File: config.mk
export PLATFORM = sky130hd
export DESIGN_NAME = nnis_div
export DESIGN_NICKNAME = d
export VERILOG_FILES = /design/src/nnis_pkg.sv /design/src/nnis_div.sv
export SDC_FILE = /design/constraint.sdc
export NUM_CORES = 1
export LEC_CHECK = 0
export ABC_AREA = 1
export BUFFER_PORTS_ARGS = -buffer_cell sky130_fd_sc_hd__buf_2
export CAP_MARGIN = 40
export CORE_MARGIN = 2
export CORE_UTILIZATION = 55
export CTS_CLUSTER_DIAMETER = 80
export DETAILED_ROUTE_END_ITERATION = 8
export GPL_TIMING_DRIVEN = 1
export PLACE_DENSITY_LB_ADDON = 0.05
export SLEW_MARGIN = 25
export SYNTH_ARGS = -nofsm -noshare
export SYNTH_HDL_FRONTEND = slang
export SYNTH_SLANG_ARGS = --single-unit
File: constraint.sdc
create_clock -name clk -period 5.66 [get_ports clk]
set_input_delay 0.566 -clock clk [delete_from_list [all_inputs] [get_ports clk]]
set_output_delay 0.566 -clock clk [all_outputs]
set_load 0.005 [all_outputs]
File: src/nnis_pkg.sv
// ----------------------------------------------------------------------------
// nnis_pkg
// Types, constants and the shared division step of the nearest-neighbour
// image scaler.
// ----------------------------------------------------------------------------
`default_nettype none

package nnis_pkg;

  localparam int COORD_W    = 8;   // column / row of a transaction
  localparam int SIZE_W     = 9;   // size registers
  localparam int PIXEL_W    = 24;  // packed pixel on the ports
  localparam int PROD_W     = 17;  // coordinate * size
  localparam int QUO_W      = 9;   // source coordinate from the divider
  localparam int QIDX_W     = $clog2(QUO_W);
  localparam int DIV_STEPS  = QUO_W;
  localparam int CFG_ADDR_W = 2;

  localparam logic CMD_WRITE = 1'b0;
  localparam logic CMD_READ  = 1'b1;

  typedef enum logic [CFG_ADDR_W-1:0] {
    REG_SRC_WIDTH  = 2'd0,
    REG_SRC_HEIGHT = 2'd1,
    REG_DST_WIDTH  = 2'd2,
    REG_DST_HEIGHT = 2'd3
  } cfg_reg_e;

  typedef struct packed {
    logic               cmd;
    logic [COORD_W-1:0] col;
    logic [COORD_W-1:0] row;
    logic [PIXEL_W-1:0] pixel_in;
  } in_item_t;

  typedef struct packed {
    logic [PIXEL_W-1:0] pixel_out;
    logic               out_of_range;
  } out_item_t;

  // Sideband that travels with every transaction down the pipe
  typedef struct packed {
    logic               rd;    // read transaction
    logic               wr;    // write inside the source frame
    logic               oor;   // transaction outside the destination frame
    logic               zsrc;  // source size of zero
    logic [COORD_W-1:0] wcol;
    logic [COORD_W-1:0] wrow;
    logic [PIXEL_W-1:0] wpix;
  } meta_t;

  typedef struct packed {
    logic [PROD_W-1:0] rem;
    logic [QUO_W-1:0]  quo;
  } lane_t;

  // One restoring step: settles quotient bit k
  function automatic lane_t div_step(lane_t l, logic [SIZE_W-1:0] d,
                                     logic [QIDX_W-1:0] k);
    lane_t             r;
    logic [PROD_W-1:0] dsh;
    r   = l;
    dsh = PROD_W'(d) << k;
    if (l.rem >= dsh) begin
      r.rem    = l.rem - dsh;
      r.quo[k] = 1'b1;
    end
    return r;
  endfunction

endpackage

`default_nettype wire

File: src/nnis_div.sv
// ----------------------------------------------------------------------------
// nnis_div
// Pipelined restoring divider, one quotient bit per stage, column and row
// lanes side by side.
// ----------------------------------------------------------------------------
`default_nettype none

module nnis_div (
  input  logic                              clk,
  input  logic [nnis_pkg::DIV_STEPS-1:0]    load,
  input  nnis_pkg::meta_t                   meta_in,
  input  nnis_pkg::lane_t                   lane_x_in,
  input  nnis_pkg::lane_t                   lane_y_in,
  input  logic [nnis_pkg::SIZE_W-1:0]       dst_w,
  input  logic [nnis_pkg::SIZE_W-1:0]       dst_h,
  output nnis_pkg::meta_t                   meta_out,
  output logic [nnis_pkg::QUO_W-1:0]        sx,
  output logic [nnis_pkg::QUO_W-1:0]        sy
);
  import nnis_pkg::*;

  meta_t meta_r [DIV_STEPS];
  lane_t lx_r   [DIV_STEPS];
  lane_t ly_r   [DIV_STEPS];

  for (genvar s = 0; s < DIV_STEPS; s++) begin : g_stage
    localparam logic [QIDX_W-1:0] BIT = QIDX_W'(DIV_STEPS - 1 - s);
    if (s == 0) begin : g_first
      always_ff @(posedge clk) begin
        if (load[s]) begin
          meta_r[s] <= meta_in;
          lx_r[s]   <= div_step(lane_x_in, dst_w, BIT);
          ly_r[s]   <= div_step(lane_y_in, dst_h, BIT);
        end
      end
    end else begin : g_next
      always_ff @(posedge clk) begin
        if (load[s]) begin
          meta_r[s] <= meta_r[s-1];
          lx_r[s]   <= div_step(lx_r[s-1], dst_w, BIT);
          ly_r[s]   <= div_step(ly_r[s-1], dst_h, BIT);
        end
      end
    end
  end

  assign meta_out = meta_r[DIV_STEPS-1];
  assign sx       = lx_r[DIV_STEPS-1].quo;
  assign sy       = ly_r[DIV_STEPS-1].quo;

endmodule

`default_nettype wire

==> report_table.html <==
<table>
<tr><th>Metric</th><th>Value</th></tr>
<tr><th colspan="2">Outcome</th></tr>
<tr><td>Result of the run</td><td>complete, no violations</td></tr>
<tr><th colspan="2">Setup path</th></tr>
<tr><td>Endpoint arrival time on the critical path</td><td>3.16 ns</td></tr>
<tr><td>Endpoint required time on the critical path</td><td>6.04 ns</td></tr>
<tr><td>Element type at the critical path start</td><td>input pin</td></tr>
<tr><td>Sort of element at the end of the critical path</td><td>register</td></tr>
<tr><td>Biggest fanout along the worst timing path</td><td>11</td></tr>
<tr><td>CP Class</td><td>input pin to register</td></tr>
<tr><td>Depth of the worst register-to-register path</td><td>11</td></tr>
<tr><th colspan="2">Clock tree</th></tr>
<tr><td>Buffers inserted by post-CTS timing repair</td><td>0</td></tr>
<tr><td>Number of levels in the clock H-tree</td><td>3</td></tr>
<tr><td>Clock slew at the register clock pins of the worst setup and hold paths</td><td>0.06 ns</td></tr>
<tr><td>Clock latency at the later pin of the worst-skew pair</td><td>0.64 ns</td></tr>
<tr><td>Post-CTS resize count</td><td>0</td></tr>
<tr><td>Clock root buffer master</td><td>clkbuf_16</td></tr>
<tr><td>TritonCTS clock tree</td><td>done</td></tr>
<tr><td>Clock buffer count from CTS</td><td>88</td></tr>
<tr><td>Hold buffer count at CTS</td><td>0</td></tr>
<tr><td>Clock tree buffer depth</td><td>3</td></tr>
<tr><td>Number of clock sinks seen by CTS</td><td>830</td></tr>
<tr><th colspan="2">Route</th></tr>
<tr><td>Drt drc</td><td>0</td></tr>
<tr><td>Antenna-violating nets left</td><td>0</td></tr>
<tr><td>Detail-routed via count per cell</td><td>5.17</td></tr>
<tr><td>Number of DRC markers after the initial detailed-route iteration</td><td>1860</td></tr>
<tr><td>DR WL/cell</td><td>17.4 um</td></tr>
<tr><td>Final wirelength</td><td>83.3 mm</td></tr>
<tr><td>Total number of vias</td><td>24800</td></tr>
<tr><td>First-pass iteration count of the detailed router</td><td>6</td></tr>
<tr><th colspan="2">Global routing</th></tr>
<tr><td>Number of global-route vias before repair</td><td>24500</td></tr>
<tr><td>Largest net degree at the start of global routing</td><td>59</td></tr>
<tr><td>GRT Total Usage</td><td>23.1%</td></tr>
<tr><td>GRT Residual Overflow</td><td>0</td></tr>
<tr><td>Initial antenna violation count</td><td>0</td></tr>
<tr><td>Wire length of the first global-routing pass</td><td>132 mm</td></tr>
<tr><th colspan="2">Min path</th></tr>
<tr><td>Min-Delay Path Depth</td><td>1</td></tr>
<tr><td>Hold crit path type</td><td>input pin to register</td></tr>
<tr><th colspan="2">Synth</th></tr>
<tr><td>Top cells by area, synth</td><td>edfxtp_1 64%, nand2_1 11%, ha_1 5.2%, inv_1 4.2%, nand3_1 2.9%</td></tr>
<tr><td>Unique cell type count in the Yosys netlist</td><td>42</td></tr>
<tr><td>Net Count, Synth</td><td>3884</td></tr>
<tr><td>Synth Cell Area</td><td>38800 sq um</td></tr>
<tr><td>Fraction of the yosys area taken by sequential cells</td><td>64.3%</td></tr>
<tr><td>Multiplexer fraction of the synthesized cell area</td><td>0%</td></tr>
<tr><td>Post-Synth Simple-Gate Area</td><td>19.6%</td></tr>
<tr><td>Share of the synthesized area in the top cell type</td><td>64.3%</td></tr>
<tr><td>Syn Area/Cell</td><td>10.8 sq um</td></tr>
<tr><td>Number of enable flip-flop cells after synthesis</td><td>830</td></tr>
<tr><td>Share of synthesized cell area in full adder, half adder and majority cells</td><td>6.06%</td></tr>
<tr><td>Yosys warnings</td><td>0</td></tr>
<tr><td>Xor/xnor cell area share of the yosys netlist</td><td>1.51%</td></tr>
<tr><td>Main combinational cell family by area after synthesis</td><td>simple AND/OR/NAND/NOR gates</td></tr>
<tr><td>Synthesized netlist cell count</td><td>3582</td></tr>
<tr><td>Post-synthesis sequential element count</td><td>830</td></tr>
<tr><td>Fraction of synthesis flops using an asynchronous set or reset pin</td><td>0%</td></tr>
<tr><td>Most common flop cell mapped by yosys</td><td>edfxtp_1</td></tr>
<tr><td>Top cell type by total area after synthesis</td><td>edfxtp_1</td></tr>
<tr><td>Area fraction in compound gates after synthesis</td><td>2.40%</td></tr>
<tr><th colspan="2">Final layout</th></tr>
<tr><td>Area of the multi-input gates</td><td>11500 sq um</td></tr>
<tr><td>Most common cell after layout, fill and taps aside</td><td>nand2_1</td></tr>
<tr><td>Count of fill cells added during filler insertion</td><td>5653</td></tr>
<tr><td>Count of antenna diodes in the layout</td><td>0</td></tr>
<tr><td>Most frequent cells in the layout</td><td>1138 x nand2_1, 830 x edfxtp_1, 438 x inv_1</td></tr>
<tr><td>Synthesis-to-finish area growth</td><td>11.9%</td></tr>
<tr><td>Final Util</td><td>62.0%</td></tr>
<tr><td>Nets</td><td>4089</td></tr>
<tr><td>Share of layout cells above drive strength 1</td><td>11.4%</td></tr>
<tr><td>Sequential standard cell area</td><td>24900 sq um</td></tr>
<tr><th colspan="2">STA</th></tr>
<tr><td>Worst-case hold slack</td><td>0.0976 ns</td></tr>
<tr><td>Total of endpoints with negative setup slack in the final report</td><td>0</td></tr>
<tr><td>Endpoints failing hold</td><td>0</td></tr>
<tr><td>Final clock period utilization by the worst path</td><td>49.1%</td></tr>
<tr><td>Worst Clk Skew</td><td>0.0306 ns</td></tr>
<tr><td>Worst Max-Slew Pin Slew</td><td>0.886 ns</td></tr>
<tr><td>Worst slew margin relative to its limit</td><td>40.9%</td></tr>
<tr><td>Total negative slack</td><td>0 ns</td></tr>
<tr><td>Max-slew violation count</td><td>0</td></tr>
<tr><td>Top achievable clock speed</td><td>359 MHz</td></tr>
<tr><td>Final period demand of the worst path</td><td>2.78 ns</td></tr>
<tr><td>RSZ-0062 raised after global routing</td><td>no</td></tr>
<tr><th colspan="2">Die</th></tr>
<tr><td>Floorplan die width</td><td>269 um</td></tr>
<tr><td>Die Y-Extent</td><td>269 um</td></tr>
<tr><td>DIE AREA</td><td>72600 sq um</td></tr>
<tr><td>Initial standard-cell utilization of the core</td><td>55.4%</td></tr>
<tr><td>Ports placed on the boundary</td><td>186</td></tr>
<tr><td>Area of the core region</td><td>69900 sq um</td></tr>
<tr><td>Num rows</td><td>97</td></tr>
<tr><th colspan="2">Power</th></tr>
<tr><td>Peak ir drop on the vdd network</td><td>0.293 mV</td></tr>
<tr><td>Standby leakage power</td><td>18.6 nW</td></tr>
<tr><td>Total power density per cell area</td><td>424 nW/um^2</td></tr>
<tr><th colspan="2">Job</th></tr>
<tr><td>Max-cap viol count</td><td>0</td></tr>
<tr><th colspan="2">Placed design</th></tr>
<tr><td>Count of buffers from port buffering</td><td>185</td></tr>
<tr><td>Placed wire-length estimate</td><td>60.2 mm</td></tr>
<tr><td>Routability cong.</td><td>0.898</td></tr>
</table>
registers in the layout (all words and copies together), names as in the netlist:
name and flops:
meta_r 396, lx_r 217, ly_r 217
synth_stat cells, drive strengths merged, types with 3 or more instances:
cell and n:
a21oi 105, nand3 235, nor2 268, fa 16
inv 449, o21bai 8, nand4 71, clkbuf 3
a21o 9, nor3 28, xnor2 20, or2 32
nand3b 6, o21ai 37, xor2 47, ha 162
buf 85, edfxtp 830, nand2 1161
worst max-delay path: stages:
cell and delay (ns):
buf_2 0.09, inv_1 0.63, ha_1 0.42, a21o_1 0.19, a31oi_1 0.59, nand3_1 0.43
nand2_1 0.17, nand2_1 0.06
worst paths after layout:
| kind | startpoint | endpoint | slack (ns) |
|---|---|---|---|
| max | dst_h[6] | ly_r[0][20]$_DFFE_PP_ | 2.88 |
| min | meta_in[28] | meta_r[0][28]$_DFFE_PP_ | 0.1 |
| max reg2reg | lx_r[0][66]$_DFFE_PP_ | lx_r[0][100]$_DFFE_PP_ | 2.91 |
| min reg2reg | ly_r[0][160]$_DFFE_PP_ | ly_r[0][186]$_DFFE_PP_ | 0.41 |
metrics by stage:
step                      setup WS, ns  std cells  cell area (sq um)  power, mW
after floorplan                   3.39       3582              38800       11.5
after global routing              2.68       4799              43400       19.5
after detailed placement          2.16       4634              40400       12.8
after global placement            2.23       4627              40300       12.7
final                             2.88       4799              43400       18.4
after CTS                         2.83       4796              43300       18.5
routing by layer:
layer	global-route usage, %	routed length, um	vias to the layer above
met5	0	0	-
met4	6.59	1890	0
met3	3.54	4520	124
met2	38.2	39200	643
met1	31.9	37700	11700
li1	-	-	12400
where the power goes:
part           internal (mW)  switching [mW]  leakage (nW)
clock network           3.31            2.37          1.40
logic                   1.56            2.92          9.12
registers               7.81           0.416          8.06
cells by family after synthesis:
logic type / Yosys count
xor gates and xnor gates: 67
AOI/OAI and AO/OA: 163
buffers and inverters: 537
DFF: 830
adders and majority gates: 178
and+or+nand+nor: 1807
area by class of cell:
cell class	count	area share, %
Sequential cell	830	57.5
Tap cell	940	2.71
Clock buffer	104	5.22
Clock inverter	58	1.49
Inverter	449	3.89
Timing Repair Buffer	203	2.79
Multi-Input combinational cell	2215	26.4
No activity file was read; power rests on OpenSTA's default activity.
