==> src/nnis_pkg.sv <==
// ----------------------------------------------------------------------------
// nnis_pkg
// Types, constants and the shared division step of the nearest-neighbour
// image scaler.
// ----------------------------------------------------------------------------
`default_nettype none

package nnis_pkg;

  localparam int COORD_W    = 8;   // column / row of a transaction
  localparam int SIZE_W     = 9;   // size registers
  localparam int PIXEL_W    = 24;  // packed pixel on the ports
  localparam int PROD_W     = 17;  // coordinate * size
  localparam int QUO_W      = 9;   // source coordinate from the divider
  localparam int QIDX_W     = $clog2(QUO_W);
  localparam int DIV_STEPS  = QUO_W;
  localparam int CFG_ADDR_W = 2;

  localparam logic CMD_WRITE = 1'b0;
  localparam logic CMD_READ  = 1'b1;

  typedef enum logic [CFG_ADDR_W-1:0] {
    REG_SRC_WIDTH  = 2'd0,
    REG_SRC_HEIGHT = 2'd1,
    REG_DST_WIDTH  = 2'd2,
    REG_DST_HEIGHT = 2'd3
  } cfg_reg_e;

  typedef struct packed {
    logic               cmd;
    logic [COORD_W-1:0] col;
    logic [COORD_W-1:0] row;
    logic [PIXEL_W-1:0] pixel_in;
  } in_item_t;

  typedef struct packed {
    logic [PIXEL_W-1:0] pixel_out;
    logic               out_of_range;
  } out_item_t;

  // Sideband that travels with every transaction down the pipe
  typedef struct packed {
    logic               rd;    // read transaction
    logic               wr;    // write inside the source frame
    logic               oor;   // transaction outside the destination frame
    logic               zsrc;  // source size of zero
    logic [COORD_W-1:0] wcol;
    logic [COORD_W-1:0] wrow;
    logic [PIXEL_W-1:0] wpix;
  } meta_t;

  typedef struct packed {
    logic [PROD_W-1:0] rem;
    logic [QUO_W-1:0]  quo;
  } lane_t;

  // One restoring step: settles quotient bit k
  function automatic lane_t div_step(lane_t l, logic [SIZE_W-1:0] d,
                                     logic [QIDX_W-1:0] k);
    lane_t             r;
    logic [PROD_W-1:0] dsh;
    r   = l;
    dsh = PROD_W'(d) << k;
    if (l.rem >= dsh) begin
      r.rem    = l.rem - dsh;
      r.quo[k] = 1'b1;
    end
    return r;
  endfunction

endpackage

`default_nettype wire

==> src/nnis_front.sv <==
// ----------------------------------------------------------------------------
// nnis_front
// Entry stage: decodes the transaction, checks bounds and forms the
// coordinate * size products for the divider.
// ----------------------------------------------------------------------------
`default_nettype none

module nnis_front (
  input  logic                            clk,
  input  logic                            load,
  input  nnis_pkg::in_item_t              in_data,
  input  logic [nnis_pkg::SIZE_W-1:0]     src_w,
  input  logic [nnis_pkg::SIZE_W-1:0]     src_h,
  input  logic [nnis_pkg::SIZE_W-1:0]     dst_w,
  input  logic [nnis_pkg::SIZE_W-1:0]     dst_h,
  output nnis_pkg::meta_t                 meta_r,
  output nnis_pkg::lane_t                 lane_x_r,
  output nnis_pkg::lane_t                 lane_y_r
);
  import nnis_pkg::*;

  meta_t             meta_nxt;
  lane_t             lane_x_nxt;
  lane_t             lane_y_nxt;
  logic [SIZE_W-1:0] col_ext;
  logic [SIZE_W-1:0] row_ext;

  always_comb begin
    col_ext       = SIZE_W'(in_data.col);
    row_ext       = SIZE_W'(in_data.row);
    meta_nxt.rd   = (in_data.cmd == CMD_READ);
    meta_nxt.wr   = (in_data.cmd == CMD_WRITE) && (col_ext < src_w) && (row_ext < src_h);
    meta_nxt.oor  = (col_ext >= dst_w) || (row_ext >= dst_h);
    meta_nxt.zsrc = (src_w == '0) || (src_h == '0);
    meta_nxt.wcol = in_data.col;
    meta_nxt.wrow = in_data.row;
    meta_nxt.wpix = in_data.pixel_in;
    lane_x_nxt.rem = PROD_W'(in_data.col) * PROD_W'(src_w);
    lane_x_nxt.quo = '0;
    lane_y_nxt.rem = PROD_W'(in_data.row) * PROD_W'(src_h);
    lane_y_nxt.quo = '0;
  end

  always_ff @(posedge clk) begin
    if (load) begin
      meta_r   <= meta_nxt;
      lane_x_r <= lane_x_nxt;
      lane_y_r <= lane_y_nxt;
    end
  end

endmodule

`default_nettype wire

==> config.mk <==
export PLATFORM = sky130hd
export DESIGN_NAME = nnis_front
export DESIGN_NICKNAME = d
export VERILOG_FILES = /design/src/nnis_pkg.sv /design/src/nnis_front.sv
export SDC_FILE = /design/constraint.sdc
export NUM_CORES = 1
export LEC_CHECK = 0
export BUFFER_PORTS_ARGS = -buffer_cell sky130_fd_sc_hd__buf_4
export CAP_MARGIN = 20
export CELL_PAD_IN_SITES_DETAIL_PLACEMENT = 0
export CELL_PAD_IN_SITES_GLOBAL_PLACEMENT = 1
export CORE_MARGIN = 8
export CORE_UTILIZATION = 44
export CTS_CLUSTER_DIAMETER = 80
export CTS_CLUSTER_SIZE = 14
export DETAILED_ROUTE_END_ITERATION = 8
export PLACE_DENSITY = 0.9
export SLEW_MARGIN = 20
export SYNTH_ARGS = -nofsm -noshare
export SYNTH_HDL_FRONTEND = slang
export SYNTH_SLANG_ARGS = --single-unit
==> constraint.sdc <==
create_clock -name clk -period 6.75 [get_ports clk]
set_input_delay 1.35 -clock clk [delete_from_list [all_inputs] [get_ports clk]]
set_output_delay 1.35 -clock clk [all_outputs]
set_load 0.005 [all_outputs]
==> flow_summary_export.csv, run 1 <==
group,metric,value,unit
power_and_ir_drop,power.share.clock,20.3,%
global_routing,antenna_found_initial,1,
cts,numCtsBuffers,9,
die,die_h,151,µm
cts,cts_resized,0,
power_and_ir_drop,switchingPower,0.000955,W
worst_setup_path,worst_setup_path_end_kind,"flop",
synthesis,async_flop_share,0,%
sta,fmax,188,MHz
worst_setup_path,critPathMaxFanout,12,
synthesis,synth_common_cells,"inv_1, ha_1, and2_1",
power_and_ir_drop,power_frac_seq,28.3,%
die,die_w,151,µm
worst_setup_path,worstPathRequired,6.84,ns
worst_hold_path,hp-start,"in_data[12]",
cts,htree_levels,3,
final_layout,nNetsFinal,1186,
power_and_ir_drop,power.leakage,4.86,nW
drt,drt_iter0_drc,269,
global_routing,grt_max_degree,54,
worst_hold_path,worst_hold_path_type,"input pin to flop",
synthesis,synth_top_area_share,29.3,%
die,die_area,0.0227,mm²
worst_setup_path,cp.arrival,5.43,ns
power_and_ir_drop,power,0.00258,W
sta,setup_viol,0,
drt,drt_drc_violations_left,0,
sta,rsz0062_at_grt,"no",
drt,viasPerCell,4.94,
power_and_ir_drop,swShare,37.1,%
synthesis,yosys-top-cells-area,"edfxtp_1, fa_1, ha_1",
cts,cts_root_buffer,"clkbuf_16",
die,core_area,0.0179,mm²
sta,tightestPinTransition,0.669,ns
synthesis,synth_edf_count,78,
die,row_count,49,
drt,routed_wl,17700,µm
die,start_util,44.6,%
worst_hold_path,hold_depth,1,
synthesis,synth-main-ff-cell,"edfxtp_1",
cts,cts_tree,"built",
placed_design,gp_congestion,0.815,
synthesis,yosysWarningCount,0,
placed_design,place_area,0.00937,mm²
worst_hold_path,hold_path_end,"meta_r[12]$_DFFE_PP_",
synthesis,synthDistinctLibCells,46,
sta,fin_tns_setup,0,ns
power_and_ir_drop,irDropWorstVdd,137,µV
synthesis,yosysMostFrequentCell,"inv_1",
cts,clk_path_buf_depth,2,
synthesis,ys_seq_area_share,29.3,%
placed_design,dp.final_hpwl,14400,µm
final_layout,drive_gt1_share,19.7,%
global_routing,gr-total-overflow,0,
synthesis,syn-instance-count,740,
sta,hold_viol,0,
sta,max_slew_margin,55.4,%
run_status,status,"completed",
drt,detail-route-antenna-nets,0,
worst_setup_path,startpoint_type,"input pin",
synthesis,yosysTopAreaCell,"edfxtp_1",
sta,hold-worst-slack,1.18,ns
final_layout,stdcell_area,0.00968,mm²
synthesis,ys_seq_elements,78,
power_and_ir_drop,p_int,0.00162,W
synthesis,mappedNetlistArea,0.00798,mm²
sta,fin_crit_sh,79.0,%
cts,clk_pin_slew,0.07,ns
placed_design,numPortBuffers,156,
drt,firstDrtPassIters,4,
cts,cts_setup_buffers,0,
power_and_ir_drop,pwr-share-comb,51.4,%
sta,post-route-min-period,5.33,ns
worst_setup_path,crit_type,"input pin to flop",
global_routing,grt_pass1_wl,28900,µm
sta,drv_slew,0,
cts,cts_hold_buf,0,
power_and_ir_drop,power.density,266,mW/mm²
drt,top_layer,"met4",
drt,met1_length,8010,µm
job,maxCapViolCount,0,
global_routing,grt_pass1_vias,5898,
final_layout,areaGrowthSynthToFinish,21.3,%
cts,cts_sinks,78,
die,ios,175,
drt,wl_met3,1380,µm
global_routing,grtUsageTotal,16.0,%
drt,wl_met2,8020,µm
drt,via_count,5630,
drt,routedWlPerCell,15.6,µm
synthesis,synth.avg_cell_area,10.8,µm²
[registers in the layout, summed over array words and instances, names as in the netlist]
register  flops
meta_r       44
lane_y_r     17
lane_x_r     17
[worst max-delay path, cell delays in order]
cell and delay (ns):
buf_4 0.16, ha_1 0.21, fa_1 0.47, fa_1 0.53, fa_1 0.55, inv_1 0.05
fa_1 0.52, inv_1 0.04, ha_1 0.34, a21o_1 0.15, a21oi_1 0.06, o21ai_0 0.32
nor4b_1 0.11, mux2_1 0.29, a211o_1 0.26
[placed cells by master (no fill, tap or decap), drive strengths merged, types with 9 or more instances in the layout]
cell and n:
and2 96, xnor2 13, clkbuf 9, o21ai 16
nand2 36, inv 149, edfxtp 78, conb 18
nor2 27, a21oi 26, ha 118, buf 157
xor2 9, a21o 13, fa 84
[kinds of logic (layout without fill, tap and decap cells)]
logic type               Yosys count  in the layout  share of synthesized area [%]
AO/OA/AOI/OAI                     83             83                           6.85
XOR/XNOR                          22             22                           2.41
adder cells (fa/ha/maj)          202            202                           39.6
buffers and inverters            164            317                           8.56
flip-flops                        78             78                           29.3
multiplexers                       3              3                          0.423
other                              1             19                         0.0470
AND/OR/NAND/NOR                  187            187                           12.8
[layer usage]
| layer | track usage [%] | vias up |
|---|---|---|
| li1 | - | 2714 |
| met1 | 21.5 | 2707 |
| met2 | 25.4 | 190 |
| met3 | 3.46 | 19 |
| met4 | 5.39 | 0 |
| met5 | 0 | - |
[stage by stage]
stage	worst slack, ns	util, %	instances
floorplan	1.40	-	757
global placement	1.11	52.3	1123
detailed placement	1.07	52.3	1123
CTS	1.44	54.1	1139
global route	1.21	54.1	1140
finish	1.42	54.1	1140
[worst max-delay path by stage]
stage	startpoint	to	slack, ns	cells past startpoint
after global routing	in_data[39]	lane_x_r[24]$_DFFE_PP_	1.21	15
after CTS	in_data[39]	lane_x_r[24]$_DFFE_PP_	1.44	15
final	in_data[37]	lane_x_r[24]$_DFFE_PP_	1.42	15
after global placement	in_data[39]	lane_x_r[24]$_DFFE_PP_	1.11	15
after floorplan	src_w[8]	lane_x_r[24]$_DFFE_PP_	1.40	15
after detailed placement	in_data[39]	lane_x_r[24]$_DFFE_PP_	1.07	15
[layout make-up]
| type | count | area (µm²) |
|---|---|---|
| antenna | 1 | 2.50 |
| clock buffer | 9 | 225 |
| clock inverter | 7 | 86.3 |
| fill | 1617 | 8220 |
| inverter | 144 | 541 |
| multi-input combinational | 515 | 5020 |
| sequential | 78 | 2340 |
| tap | 229 | 287 |
| timing repair buffer | 157 | 1180 |
[power groups by stage]
stage	Sequential [W]	Combinational, W	Clock [W]
after detailed placement	0.000742	0.00133	0
after global routing	0.000740	0.00152	0.000556
final	0.000730	0.00132	0.000523
after global placement	0.000739	0.00130	0
after CTS	0.000732	0.00134	0.000540
after floorplan	0.000753	0.000904	0
No activity file was read; power rests on OpenSTA's default activity.
==> run 2: changes to the inputs <==
--- a/config.mk
+++ b/config.mk
@@ -5,16 +5,17 @@
 export SDC_FILE = /design/constraint.sdc
 export NUM_CORES = 1
 export LEC_CHECK = 0
+export ABC_AREA = 1
 export BUFFER_PORTS_ARGS = -buffer_cell sky130_fd_sc_hd__buf_4
 export CAP_MARGIN = 20
 export CELL_PAD_IN_SITES_DETAIL_PLACEMENT = 0
 export CELL_PAD_IN_SITES_GLOBAL_PLACEMENT = 1
 export CORE_MARGIN = 8
-export CORE_UTILIZATION = 44
+export CORE_UTILIZATION = 38
 export CTS_CLUSTER_DIAMETER = 80
 export CTS_CLUSTER_SIZE = 14
 export DETAILED_ROUTE_END_ITERATION = 8
-export PLACE_DENSITY = 0.9
+export PLACE_DENSITY = 0.85
 export SLEW_MARGIN = 20
 export SYNTH_ARGS = -nofsm -noshare
 export SYNTH_HDL_FRONTEND = slang
==> constraint.sdc (replaced) <==
create_clock -name clk -period 4.3 [get_ports clk]
set_input_delay 0.86 -clock clk [delete_from_list [all_inputs] [get_ports clk]]
set_output_delay 0.86 -clock clk [all_outputs]
set_load 0.005 [all_outputs]
==> run 2 against run 1 <==
Effect of this change:
- count of clock-buffer cells in the layout unchanged
- sequential share of layout area decreased by 3.2 points
- synthesized cell count increased by 45%
- via count increased by 22%
- combinational power increased by 110%
- area after synthesis increased by 11%
- first-iteration DRC count increased by 12%
- sequential cell count unchanged
- clock power increased by 54%
- design area increased by 15%
- setup slack got worse by 1.2 ns
- critical endpoint is now lane_x_r[21]$_DFFE_PP_
- highest routed layer unchanged
==> flow_summary_export.csv, run 2 <==
group,metric,value,unit
run_status,status,"completed",
synthesis,yosysMostFrequentCell,"inv_1",
worst_hold_path,hold_depth,1,
power_and_ir_drop,irDropWorstVdd,237,µV
drt,detail-route-antenna-nets,0,
die,row_count,55,
synthesis,synth_common_cells,"inv_1, nand2_1, ha_1",
synthesis,synth_edf_count,78,
worst_setup_path,critPathMaxFanout,7,
cts,cts_setup_buffers,0,
final_layout,layout.cells.most_common,"inv_1",
drt,via_count,6873,
global_routing,gr-total-overflow,0,
worst_setup_path,startpoint_type,"input pin",
final_layout,stdcell_area,0.0111,mm²
die,ios,175,
placed_design,place_area,0.0108,mm²
drt,routed_wl,20800,µm
sta,drv_slew,0,
placed_design,pre_cts_ws,-0.200,ns
synthesis,synth.avg_cell_area,8.24,µm²
job,maxCapViolCount,0,
power_and_ir_drop,power.leakage,6.59,nW
synthesis,ys_seq_area_share,26.5,%
global_routing,antenna_found_initial,0,
global_routing,grt_max_degree,73,
power_and_ir_drop,power.density,426,mW/mm²
die,die_area,0.0284,mm²
synthesis,mappedNetlistArea,0.00883,mm²
drt,firstDrtPassIters,4,
placed_design,gp_congestion,0.872,
worst_hold_path,worst_hold_path_type,"input pin to flop",
worst_setup_path,worstPathRequired,4.42,ns
synthesis,synth_top_area_share,26.5,%
cts,cts_root_buffer,"clkbuf_16",
cts,htree_levels,3,
die,die_w,168,µm
synthesis,ys_seq_elements,78,
worst_setup_path,crit_type,"input pin to flop",
final_layout,drive_gt1_share,21.6,%
die,start_util,38.9,%
synthesis,yosysWarningCount,0,
sta,hold-worst-slack,0.693,ns
sta,setup_viol,0,
final_layout,final_util,49.0,%
sta,fin_crit_sh,95.6,%
placed_design,dp.final_hpwl,17400,µm
cts,clk_pin_slew,0.08,ns
worst_setup_path,cp.arrival,4.23,ns
worst_hold_path,hold_path_end,"meta_r[16]$_DFFE_PP_",
cts,numCtsBuffers,9,
final_layout,top_regs,"meta_r: 44 flops, lane_x_r: 17 flops, lane_y_r: 17 flops",
sta,fin_tns_setup,0,ns
worst_hold_path,hp-start,"in_data[16]",
final_layout,largest_register_ffs,44,
sta,tightestPinTransition,1.03,ns
die,core_area,0.0227,mm²
global_routing,grtUsageTotal,15.4,%
sta,rsz0062_at_grt,"no",
drt,routedWlPerCell,13.2,µm
synthesis,synth-main-ff-cell,"edfxtp_1",
synthesis,yosysTopAreaCell,"edfxtp_1",
global_routing,grt_pass1_vias,7408,
sta,post-route-min-period,4.11,ns
synthesis,syn-instance-count,1072,
drt,viasPerCell,4.37,
final_layout,layout_common_cells,"inv_1, nand2_1, buf_4",
drt,drt_drc_violations_left,0,
worst_setup_path,worst_setup_path_end_kind,"flop",
drt,drt_iter0_drc,302,
final_layout,largest-register,"meta_r",
synthesis,yosys-top-cells-area,"edfxtp_1, fa_1, ha_1",
final_layout,antenna_cells,0,
die,die_h,168,µm
sta,finalWorstSetupSlack,0.188,ns
global_routing,grt_pass1_wl,35700,µm
cts,clk_path_buf_depth,2,
sta,max_slew_margin,31.5,%
synthesis,synthDistinctLibCells,31,
sta,fmax,243,MHz
cts,cts_sinks,78,
cts,cts_tree,"built",
sta,hold_viol,0,
final_layout,nNetsFinal,1565,
synthesis,async_flop_share,0,%
placed_design,numPortBuffers,156,
final_layout,areaGrowthSynthToFinish,26.1,%
==> run 2: cell types whose count changed after synthesis, moves of 7 or more <==
cell      change
nand2_1     +244
inv_1       +173
and2_1       -96
clkbuf_1     +26
nand3_1      +16
a21o_1       -13
nor2_1       +13
a21oi_1       -9
o21ai_1       -9
nand2_2       +7
==> run 2: cell families (layout without fill, tap and decap cells) <==
group                    after synthesis  count (layout)  synth area share, %
AND/OR/NAND/NOR                      380             380                 17.7
buffers and inverters                368             568                 16.6
adder cells (fa/ha/maj)              202             202                 35.8
flip-flops                            78              78                 26.5
AO/OA/AOI/OAI                         27              27                 1.81
XOR/XNOR                              16              16                 1.59
other                                  1              18               0.0425
==> run 2: final cells by class <==
class / count / area [µm²]
Timing Repair Buffer: 236 / 1780
Inverter: 316 / 1190
Multi-Input combinational cell: 643 / 5160
Clock buffer: 9 / 225
Tap cell: 285 / 357
Clock inverter: 7 / 80.1
Fill cell: 2226 / 11600
Sequential cell: 78 / 2340
==> run 2: worst max-delay path, stage by stage <==
cell and delay (ns):
buf_4 0.14, nand2_1 0.08, fa_1 0.50, fa_1 0.55
inv_1 0.05, fa_1 0.53, inv_1 0.06, fa_1 0.53
inv_1 0.06, ha_4 0.29, nand2_1 0.08, inv_1 0.06
nand3_1 0.07, nand2_1 0.13, nand2_1 0.11, nand3_1 0.08
nand2_1 0.05
==> run 2: how the worst max path moves through the flow <==
stage           startpoint                endpoint  slack (ns)  depth (start not counted)
2_1_floorplan  in_data[39]  lane_x_r[25]$_DFFE_PP_       -0.01                         17
3_3_place_gp   in_data[39]  lane_x_r[21]$_DFFE_PP_       -0.19                         17
3_5_place_dp   in_data[39]  lane_x_r[21]$_DFFE_PP_       -0.20                         17
4_1_cts        in_data[39]  lane_x_r[21]$_DFFE_PP_        0.19                         17
5_1_grt        in_data[38]  lane_x_r[21]$_DFFE_PP_       0.009                         18
6_report       in_data[39]  lane_x_r[21]$_DFFE_PP_        0.19                         17
==> run 2: where the power goes <==
part	switching [W]	internal (W)	total, W
sequential	0.0000420	0.00110	0.00114
combinational	0.00147	0.00133	0.00280
clock	0.000349	0.000459	0.000808
total	0.00186	0.00289	0.00475
==> run 2: repair_timing <==
item / 4_1_cts / 5_1_grt
gates resized for setup: 0 / 2
setup endpoints to repair: 0 / 3
hold endpoints to repair: 0 / 0
hold buffers: 0 / 0
==> run 2: metal layers <==
metal  track usage [%]  wire [µm]  part of all wire [%]
met5                 0          0                     0
met3              3.16        812                   3.9
met4              2.76        155                  0.74
met2              28.2      10400                    50
met1              18.5       9470                    45
==> run 2: stage by stage <==
step           total power (W)  std cells
3_3_place_gp           0.00392       1558
4_1_cts                0.00481       1574
3_5_place_dp           0.00397       1558
2_1_floorplan          0.00293       1089
5_1_grt                0.00526       1574
6_report               0.00475       1574
